--- src/dmcs_pkg.sv ---
`timescale 1ns / 1ps
`default_nettype none
package dmcs_pkg;

  localparam int unsigned WORD_W    = 32;
  localparam int unsigned CFG_IDX_W = 1;

  localparam logic [CFG_IDX_W-1:0] CFG_SYNC_MAIL = 1'b0;
  localparam logic [CFG_IDX_W-1:0] CFG_FRAME_END = 1'b1;

  localparam logic [WORD_W-1:0] SYNC_MAIL_RESET = 32'hDCD1_0004;
  localparam logic [WORD_W-1:0] FRAME_END_RESET = 32'hDCD1_0005;

  localparam logic [WORD_W-1:0] IGNORED_MAIL   = 32'hCDD1_0003;
  localparam logic [WORD_W-1:0] BUFFER_REPORT  = 32'hF355_FF00;
  localparam logic [WORD_W-1:0] COMMAND_REPORT = 32'hF355_0000;

  localparam logic [6:0] CMD_SET_VOICES  = 7'h01;
  localparam logic [6:0] CMD_SET_BUFFERS = 7'h02;

  // One reply group: sync mail, then the report word, then an optional frame-end mail.
  typedef struct packed {
    logic [WORD_W-1:0] report;
    logic              frame_end;
  } job_t;

  typedef struct packed {
    logic valid;
    job_t job;
  } job_push_t;

  typedef enum logic [1:0] {
    BK_IDLE,
    BK_SYNC,
    BK_REPORT,
    BK_FRAME
  } back_state_e;

endpackage
`default_nettype wire

--- src/dmcs_front.sv ---
`timescale 1ns / 1ps
`default_nettype none
module dmcs_front (
  input  wire logic                      clk_i,
  input  wire logic                      rst_ni,
  input  wire logic                      accept_i,
  input  wire logic [dmcs_pkg::WORD_W-1:0] mail_word_i,
  output dmcs_pkg::job_push_t            push_o
);

  logic        sync_pending_q, sync_pending_d;
  logic        collecting_q, collecting_d;
  logic [7:0]  word_target_q, word_target_d;
  logic [7:0]  word_count_q, word_count_d;
  logic [6:0]  kind_q, kind_d;
  logic [31:0] first_word_q, first_word_d;
  logic [15:0] voice_total_q, voice_total_d;
  logic [6:0]  buffer_total_q, buffer_total_d;
  logic [31:0] buffer_index_q, buffer_index_d;

  logic [4:0]  limit_hi;
  logic [8:0]  limit;
  logic [31:0] index_inc;
  logic [7:0]  count_inc;
  logic [31:0] fw_eff;
  logic [6:0]  kind_eff;
  logic        frame_done;

  always_comb begin
    sync_pending_d = sync_pending_q;
    collecting_d   = collecting_q;
    word_target_d  = word_target_q;
    word_count_d   = word_count_q;
    kind_d         = kind_q;
    first_word_d   = first_word_q;
    voice_total_d  = voice_total_q;
    buffer_total_d = buffer_total_q;
    buffer_index_d = buffer_index_q;
    push_o         = '0;

    limit_hi   = {1'b0, mail_word_i[19:16]} + 5'd1;
    limit      = {limit_hi, 4'b0000};
    index_inc  = buffer_index_q + 32'd1;
    frame_done = (index_inc == {25'b0, buffer_total_q});
    count_inc  = word_count_q + 8'd1;
    fw_eff     = (word_count_q == 8'd0) ? mail_word_i : first_word_q;
    kind_eff   = (word_count_q == 8'd0) ? mail_word_i[30:24] : kind_q;

    if (accept_i) begin
      if (sync_pending_q) begin
        sync_pending_d = 1'b0;
        if ({7'b0, limit} >= voice_total_q) begin
          push_o.valid         = 1'b1;
          push_o.job.report    = dmcs_pkg::BUFFER_REPORT | index_inc;
          push_o.job.frame_end = frame_done;
          buffer_index_d       = frame_done ? 32'd0 : index_inc;
        end
      end else if (mail_word_i == '0) begin
        sync_pending_d = 1'b1;
      end else if (mail_word_i == dmcs_pkg::IGNORED_MAIL) begin
        sync_pending_d = 1'b0;
      end else if (!collecting_q) begin
        word_target_d = mail_word_i[7:0];
        word_count_d  = 8'd0;
        collecting_d  = 1'b1;
      end else if (word_count_q < word_target_q) begin
        if (word_count_q == 8'd0) begin
          kind_d       = mail_word_i[30:24];
          first_word_d = mail_word_i;
        end
        word_count_d = count_inc;
        if (count_inc == word_target_q) begin
          if (kind_eff == dmcs_pkg::CMD_SET_VOICES) begin
            voice_total_d = fw_eff[15:0];
          end else if (kind_eff == dmcs_pkg::CMD_SET_BUFFERS) begin
            buffer_total_d = fw_eff[22:16];
            buffer_index_d = 32'd0;
          end
          push_o.valid         = 1'b1;
          push_o.job.report    = dmcs_pkg::COMMAND_REPORT | {16'b0, fw_eff[31:16]};
          push_o.job.frame_end = 1'b0;
          word_target_d        = 8'd0;
          kind_d               = 7'd0;
          collecting_d         = 1'b0;
        end
      end
    end
  end

  always_ff @(posedge clk_i or negedge rst_ni) begin
    if (!rst_ni) begin
      sync_pending_q <= 1'b0;
      collecting_q   <= 1'b0;
      word_target_q  <= '0;
      word_count_q   <= '0;
      kind_q         <= '0;
      voice_total_q  <= '0;
      buffer_total_q <= '0;
      buffer_index_q <= '0;
    end else begin
      sync_pending_q <= sync_pending_d;
      collecting_q   <= collecting_d;
      word_target_q  <= word_target_d;
      word_count_q   <= word_count_d;
      kind_q         <= kind_d;
      voice_total_q  <= voice_total_d;
      buffer_total_q <= buffer_total_d;
      buffer_index_q <= buffer_index_d;
    end
  end

  always_ff @(posedge clk_i) begin
    first_word_q <= first_word_d;
  end

endmodule
`default_nettype wire

--- src/dmcs_queue.sv ---
`timescale 1ns / 1ps
`default_nettype none
module dmcs_queue (
  input  wire logic                clk_i,
  input  wire logic                rst_ni,
  input  wire dmcs_pkg::job_push_t push_i,
  output logic                     full_o,
  output logic                     valid_o,
  output dmcs_pkg::job_t           head_o,
  input  wire logic                pop_i
);

  dmcs_pkg::job_t entry_q [2];
  logic           wr_ptr_q, wr_ptr_d;
  logic           rd_ptr_q, rd_ptr_d;
  logic [1:0]     count_q, count_d;
  logic           do_push, do_pop;

  assign full_o  = (count_q == 2'd2);
  assign valid_o = (count_q != 2'd0);
  assign head_o  = entry_q[rd_ptr_q];

  always_comb begin
    do_push  = push_i.valid && !full_o;
    do_pop   = pop_i && valid_o;
    wr_ptr_d = do_push ? ~wr_ptr_q : wr_ptr_q;
    rd_ptr_d = do_pop ? ~rd_ptr_q : rd_ptr_q;
    count_d  = count_q + {1'b0, do_push} - {1'b0, do_pop};
  end

  always_ff @(posedge clk_i or negedge rst_ni) begin
    if (!rst_ni) begin
      wr_ptr_q <= 1'b0;
      rd_ptr_q <= 1'b0;
      count_q  <= 2'd0;
    end else begin
      wr_ptr_q <= wr_ptr_d;
      rd_ptr_q <= rd_ptr_d;
      count_q  <= count_d;
    end
  end

  always_ff @(posedge clk_i) begin
    if (do_push) begin
      entry_q[wr_ptr_q] <= push_i.job;
    end
  end

endmodule
`default_nettype wire

--- src/dmcs_back.sv ---
`timescale 1ns / 1ps
`default_nettype none
module dmcs_back (
  input  wire logic                          clk_i,
  input  wire logic                          rst_ni,
  input  wire logic                          cfg_write_i,
  input  wire logic [dmcs_pkg::CFG_IDX_W-1:0] cfg_index_i,
  input  wire logic [dmcs_pkg::WORD_W-1:0]    cfg_data_i,
  input  wire logic                          job_valid_i,
  input  wire dmcs_pkg::job_t                job_i,
  output logic                               pop_o,
  output logic                               reply_valid_o,
  input  wire logic                          reply_ready_i,
  output logic [dmcs_pkg::WORD_W-1:0]         reply_word_o,
  output logic                               raise_interrupt_o,
  output logic                               last_reply_o
);

  dmcs_pkg::back_state_e        state_q, state_d;
  dmcs_pkg::job_t               job_q;
  logic [dmcs_pkg::WORD_W-1:0]  sync_mail_q;
  logic [dmcs_pkg::WORD_W-1:0]  frame_end_q;

  always_ff @(posedge clk_i or negedge rst_ni) begin
    if (!rst_ni) begin
      sync_mail_q <= dmcs_pkg::SYNC_MAIL_RESET;
      frame_end_q <= dmcs_pkg::FRAME_END_RESET;
    end else if (cfg_write_i) begin
      case (cfg_index_i)
        dmcs_pkg::CFG_SYNC_MAIL: sync_mail_q <= cfg_data_i;
        dmcs_pkg::CFG_FRAME_END: frame_end_q <= cfg_data_i;
        default: begin
        end
      endcase
    end
  end

  always_comb begin
    state_d           = state_q;
    pop_o             = 1'b0;
    reply_valid_o     = 1'b1;
    reply_word_o      = sync_mail_q;
    raise_interrupt_o = 1'b0;
    last_reply_o      = 1'b0;
    case (state_q)
      dmcs_pkg::BK_IDLE: begin
        reply_valid_o = 1'b0;
        if (job_valid_i) begin
          pop_o   = 1'b1;
          state_d = dmcs_pkg::BK_SYNC;
        end
      end
      dmcs_pkg::BK_SYNC: begin
        raise_interrupt_o = 1'b1;
        if (reply_ready_i) begin
          state_d = dmcs_pkg::BK_REPORT;
        end
      end
      dmcs_pkg::BK_REPORT: begin
        reply_word_o = job_q.report;
        last_reply_o = !job_q.frame_end;
        if (reply_ready_i) begin
          if (job_q.frame_end) begin
            state_d = dmcs_pkg::BK_FRAME;
          end else if (job_valid_i) begin
            pop_o   = 1'b1;
            state_d = dmcs_pkg::BK_SYNC;
          end else begin
            state_d = dmcs_pkg::BK_IDLE;
          end
        end
      end
      dmcs_pkg::BK_FRAME: begin
        reply_word_o = frame_end_q;
        last_reply_o = 1'b1;
        if (reply_ready_i) begin
          if (job_valid_i) begin
            pop_o   = 1'b1;
            state_d = dmcs_pkg::BK_SYNC;
          end else begin
            state_d = dmcs_pkg::BK_IDLE;
          end
        end
      end
      default: begin
        reply_valid_o = 1'b0;
        state_d       = dmcs_pkg::BK_IDLE;
      end
    endcase
  end

  always_ff @(posedge clk_i or negedge rst_ni) begin
    if (!rst_ni) begin
      state_q <= dmcs_pkg::BK_IDLE;
    end else begin
      state_q <= state_d;
    end
  end

  always_ff @(posedge clk_i) begin
    if (pop_o) begin
      job_q <= job_i;
    end
  end

endmodule
`default_nettype wire

--- src/dsp_mailbox_command_sync.sv ---
// Mailbox command and sync handler of an audio DSP.
// Mail words from the host arrive on the mail channel (mail_valid_i, mail_ready_o,
// mail_word_i). A front stage decodes each word, updates the command and buffer
// state and, when the word calls for replies, queues one reply group. A back
// sequencer sends each group on the reply channel as a sync mail with interrupt,
// a report word and, at the end of a frame, a frame-end mail; last_reply_o marks
// the final reply of the group.
// Mail is accepted one word per cycle while the two-entry reply queue has room.
// When the back sequencer is idle, the first reply of a group is valid once the group
// has passed the reply queue and the sequencer's state register. The sequencer sends
// one reply per cycle while the receiver is ready, with no gap between queued groups.
// When the receiver stalls, the current reply holds; once the queue fills,
// mail_ready_o drops until the back sequencer takes the next group.
// The two mail codes are written on the configuration channel (index 0: sync
// mail, index 1: frame-end mail), by the user only while the block is idle; the block
// leaves this to the user and always accepts. Reset clears the sync and buffer state and
// the command counters and kind, empties the queue and loads the default mail codes.
`timescale 1ns / 1ps
`default_nettype none
module dsp_mailbox_command_sync (
  input  wire logic                          clk_i,
  input  wire logic                          rst_ni,
  input  wire logic                          mail_valid_i,
  output logic                               mail_ready_o,
  input  wire logic [dmcs_pkg::WORD_W-1:0]    mail_word_i,
  output logic                               reply_valid_o,
  input  wire logic                          reply_ready_i,
  output logic [dmcs_pkg::WORD_W-1:0]         reply_word_o,
  output logic                               raise_interrupt_o,
  output logic                               last_reply_o,
  input  wire logic                          cfg_valid_i,
  output logic                               cfg_ready_o,
  input  wire logic [dmcs_pkg::CFG_IDX_W-1:0] cfg_index_i,
  input  wire logic [dmcs_pkg::WORD_W-1:0]    cfg_data_i
);

  dmcs_pkg::job_push_t push;
  dmcs_pkg::job_t      head;
  logic                full;
  logic                head_valid;
  logic                pop;

  assign mail_ready_o = !full;
  assign cfg_ready_o  = 1'b1;

  dmcs_front u_front (
    .clk_i       (clk_i),
    .rst_ni      (rst_ni),
    .accept_i    (mail_valid_i && mail_ready_o),
    .mail_word_i (mail_word_i),
    .push_o      (push)
  );

  dmcs_queue u_queue (
    .clk_i   (clk_i),
    .rst_ni  (rst_ni),
    .push_i  (push),
    .full_o  (full),
    .valid_o (head_valid),
    .head_o  (head),
    .pop_i   (pop)
  );

  dmcs_back u_back (
    .clk_i             (clk_i),
    .rst_ni            (rst_ni),
    .cfg_write_i       (cfg_valid_i && cfg_ready_o),
    .cfg_index_i       (cfg_index_i),
    .cfg_data_i        (cfg_data_i),
    .job_valid_i       (head_valid),
    .job_i             (head),
    .pop_o             (pop),
    .reply_valid_o     (reply_valid_o),
    .reply_ready_i     (reply_ready_i),
    .reply_word_o      (reply_word_o),
    .raise_interrupt_o (raise_interrupt_o),
    .last_reply_o      (last_reply_o)
  );

endmodule
`default_nettype wire

--- config.mk ---
export PLATFORM = sky130hd
export DESIGN_NAME = dsp_mailbox_command_sync
export DESIGN_NICKNAME = d
export VERILOG_FILES = /design/src/dmcs_pkg.sv /design/src/dmcs_front.sv /design/src/dmcs_queue.sv /design/src/dmcs_back.sv /design/src/dsp_mailbox_command_sync.sv
export SDC_FILE = /design/constraint.sdc
export NUM_CORES = 1
export LEC_CHECK = 0
export BUFFER_PORTS_ARGS = -buffer_cell sky130_fd_sc_hd__buf_2
export CELL_PAD_IN_SITES_DETAIL_PLACEMENT = 1
export CELL_PAD_IN_SITES_GLOBAL_PLACEMENT = 1
export CORE_MARGIN = 1
export CORE_UTILIZATION = 35
export DETAILED_ROUTE_END_ITERATION = 16
export PLACE_DENSITY = 0.65
export SLEW_MARGIN = 15
export SYNTH_ARGS = -nofsm -noshare
export SYNTH_HDL_FRONTEND = slang
export SYNTH_HIERARCHICAL = 1
export SYNTH_SLANG_ARGS = --single-unit
--- constraint.sdc ---
create_clock -name clk_i -period 6.3 [get_ports clk_i]
set_input_delay 0.63 -clock clk_i [delete_from_list [all_inputs] [get_ports clk_i]]
set_output_delay 0.63 -clock clk_i [all_outputs]
set_load 0.03 [all_outputs]
==> flow_summary.ini <==
[timing]
post-route-period-util = 0.6495
fmax_ghz = 0.2444
tns_ns = 0
final.setup.worst_slack_ns = 2.208
worstMarginPinSlew_ns = 1.132
slew_headroom = 0.2437
rsz0062_at_grt = no
finalHoldViolCount = 0
layout_min_cycle_time_ns = 4.092
slew_violations = 0
skew_ns = 0.02392
setup_viol = 0

[floorplanning]
die-area_um2 = 40810
die_h_um = 202.0
coreArea_um2 = 39010
rows = 72
initial_core_util = 0.3589
ios = 107
fp.dieW_um = 202.0

[critical_path]
critPathMaxFanout = 22
critPathTopFamily = simple AND/OR/NAND/NOR gates
slowest_delay_ns = 0.62
cp-end-kind = register
crit_arrival_ns = 4.27
worstPathCellList = ha_1 > o21a_1 > o211ai_1 > a31o_2 > nand2_1 > or3_1 > o21ai_1 > buf_4 > nand2_1 > nor2_2 > buf_4
critPathRequiredTime_ns = 6.47
cp_num_buf_inv = 2
critPathKind = register to register
crit_slowest_cell = dfrtp_1
start_kind = register

[global_route]
grt_max_degree = 98
grt_pass1_wl_mm = 55.51
grt_pass1_vias = 9899
grt.total_usage = 0.1691
antenna_found_initial = 1
grt-ovfl-total = 0

[clocking]
clk_latency_ns = 0.51
root_buffer = clkbuf_16
cts_max_level = 2
clk_pin_slew_ns = 0.06
cts_setup_buffers = 0
clk_path_buf_depth = 3
ctsResizeCount = 0
cts_tree = done
cts-buffers-inserted = 34
cts_num_sinks = 281
ctsHoldBuffers = 0

[placed_design]
placed_area_um2 = 14870
pre_cts_ws_ns = 2.164
io_buffers = 105
place.gp.congestion = 0.8076
place_hpwl_mm = 23.43

[route]
drc = 0
routed_wl_mm = 34.05
firstDrtPassIters = 9
ant_nets = 0
vias = 9367
wl_met2_mm = 15.91
wire_per_inst_um = 19.20
wl_met3_mm = 1.075
top_layer_used = met4
wl_met1_mm = 16.47
drt_iter0_markers = 501
vias_per_cell = 5.283

[logic_synthesis]
ys_types = 73
seq_area_frac_synth = 0.5509
syn_area_um2 = 14000
syn_inst = 1145
async_flop_share = 0.5338
synth_edf_count = 131
syn_avg_cell_area_um2 = 12.23
ys_ff_latch = 281
synthFlopType = edfxtp_1
synth_warnings = 6
syn_nets = 1236

[final_layout]
mostFrequentLayoutCell = edfxtp_1
syn_to_final_growth_pct = 13.86
diodes = 0
n_fill_cell = 4178
drive_gt1_frac = 0.2853
final_cell_mix = edfxtp_1, dfrtp_1, mux2_2
final_area_um2 = 15940
layout.nets = 1321

[power]
peakVddDrop_uv = 216.3
p_per_area_nw_per_um2 = 393.5
power.leakage_nw = 6.595

[worst_hold_path]
hp-class = primary input to asynchronous set/reset pin

[status]
status = complete, no violations

[flow_run]
drv_cap = 0
==> logic make-up (layout without fill, tap and decap cells) <==
family,after synthesis,count (layout),share of synthesized area
other cells,1,1,0.0002678
compound gates,200,200,0.09097
fa+ha+maj,21,21,0.01877
simple gates,316,316,0.1188
buf+inv,99,209,0.03870
mux,187,187,0.1566
flops,281,281,0.5509
xor+xnor,40,40,0.02502
==> power breakdown <==
group / internal [mW] / switching, mW
Combinational: 0.688 / 0.939
Clock: 1.13 / 0.748
Sequential: 2.40 / 0.362
==> per-layer routing <==
metal	vias to the layer above	track usage
met5	-	0
met4	0	0.03896
met1	4804	0.2372
li1	4381	-
met3	38	0.02386
met2	144	0.2760
==> flip-flops by register name, summed over array words and instances, names as in the netlist, 2 cells and up <==
signal                  flops
u_front/buffer_index_q     32
u_front/word_count_q        8
u_back/sync_mail_q         32
u_queue/count_q             2
u_front/buffer_total_q      7
u_back/state_q              2
u_back/frame_end_q         32
u_back/job_q               33
u_front/first_word_q       32
u_front/kind_q              7
u_queue/entry_q            66
u_front/voice_total_q      16
u_front/word_target_q       8
==> metrics by stage <==
stage                     instances    util  total power, mW  hold slack (ns)
after floorplan                1145       -            3.946           0.3344
after global placement         1712  0.3813            4.385           0.4795
after detailed placement       1712  0.3813            4.445           0.4870
after CTS                      1773  0.4086            6.364           0.2759
after global routing           1773  0.4087            6.609           0.2862
final                          1773  0.4087            6.273           0.2096
==> cell type report <==
type / count / area [um^2] / area share
Sequential cell: 281 / 7720 / 0.4843
Multi-Input combinational cell: 765 / 5761 / 0.3614
Clock buffer: 49 / 948.4 / 0.05949
Tap cell: 518 / 648.1 / 0.04066
Timing Repair Buffer: 119 / 636.9 / 0.03995
Clock inverter: 12 / 118.9 / 0.007456
Inverter: 29 / 108.9 / 0.006828
==> worst reg2reg max path, delay by kind of cell (launching register included) <==
kind,cells,cell delay (ns)
DFF,1,0.62
adders and majority gates,1,0.32
and+or+nand+nor,4,1.35
AOI/OAI and AO/OA,4,0.75
buffers and inverters,2,0.69
==> worst paths after layout <==
path	from	to	slack [ns]	cells after the start
min	rst_ni	u_front/voice_total_q[9]	0.21	1
max in group asynchronous	rst_ni	u_back/state_q[1]	4.64	2
min reg2reg	u_front/voice_total_q[13]	u_front/voice_total_q[13]	0.50	1
max reg2reg	u_front/word_count_q[4]	u_queue/entry_q[0][11]	2.21	11
min in group clk_i	cfg_data_i[19]	u_back/sync_mail_q[19]	0.37	2
max	u_front/word_count_q[4]	u_queue/entry_q[0][11]	2.21	11
==> synth_stat cells, types with 19 or more instances <==
cell type | n | share of area
edfxtp_1 | 131 | 0.28
dfrtp_1 | 129 | 0.23
mux2_2 | 112 | 0.090
nor2_1 | 86 | 0.023
a21oi_1 | 65 | 0.023
nand2_1 | 53 | 0.014
nand3_1 | 43 | 0.015
mux2i_1 | 39 | 0.028
mux2_4 | 36 | 0.039
o21ai_0 | 36 | 0.013
inv_1 | 28 | 0.0075
clkbuf_1 | 22 | 0.0059
dfstp_2 | 21 | 0.039
ha_1 | 21 | 0.019
xor2_1 | 21 | 0.013
nand4_1 | 20 | 0.0089
buf_4 | 19 | 0.010
xnor2_1 | 19 | 0.012
Power figures use the tool's default switching activity.
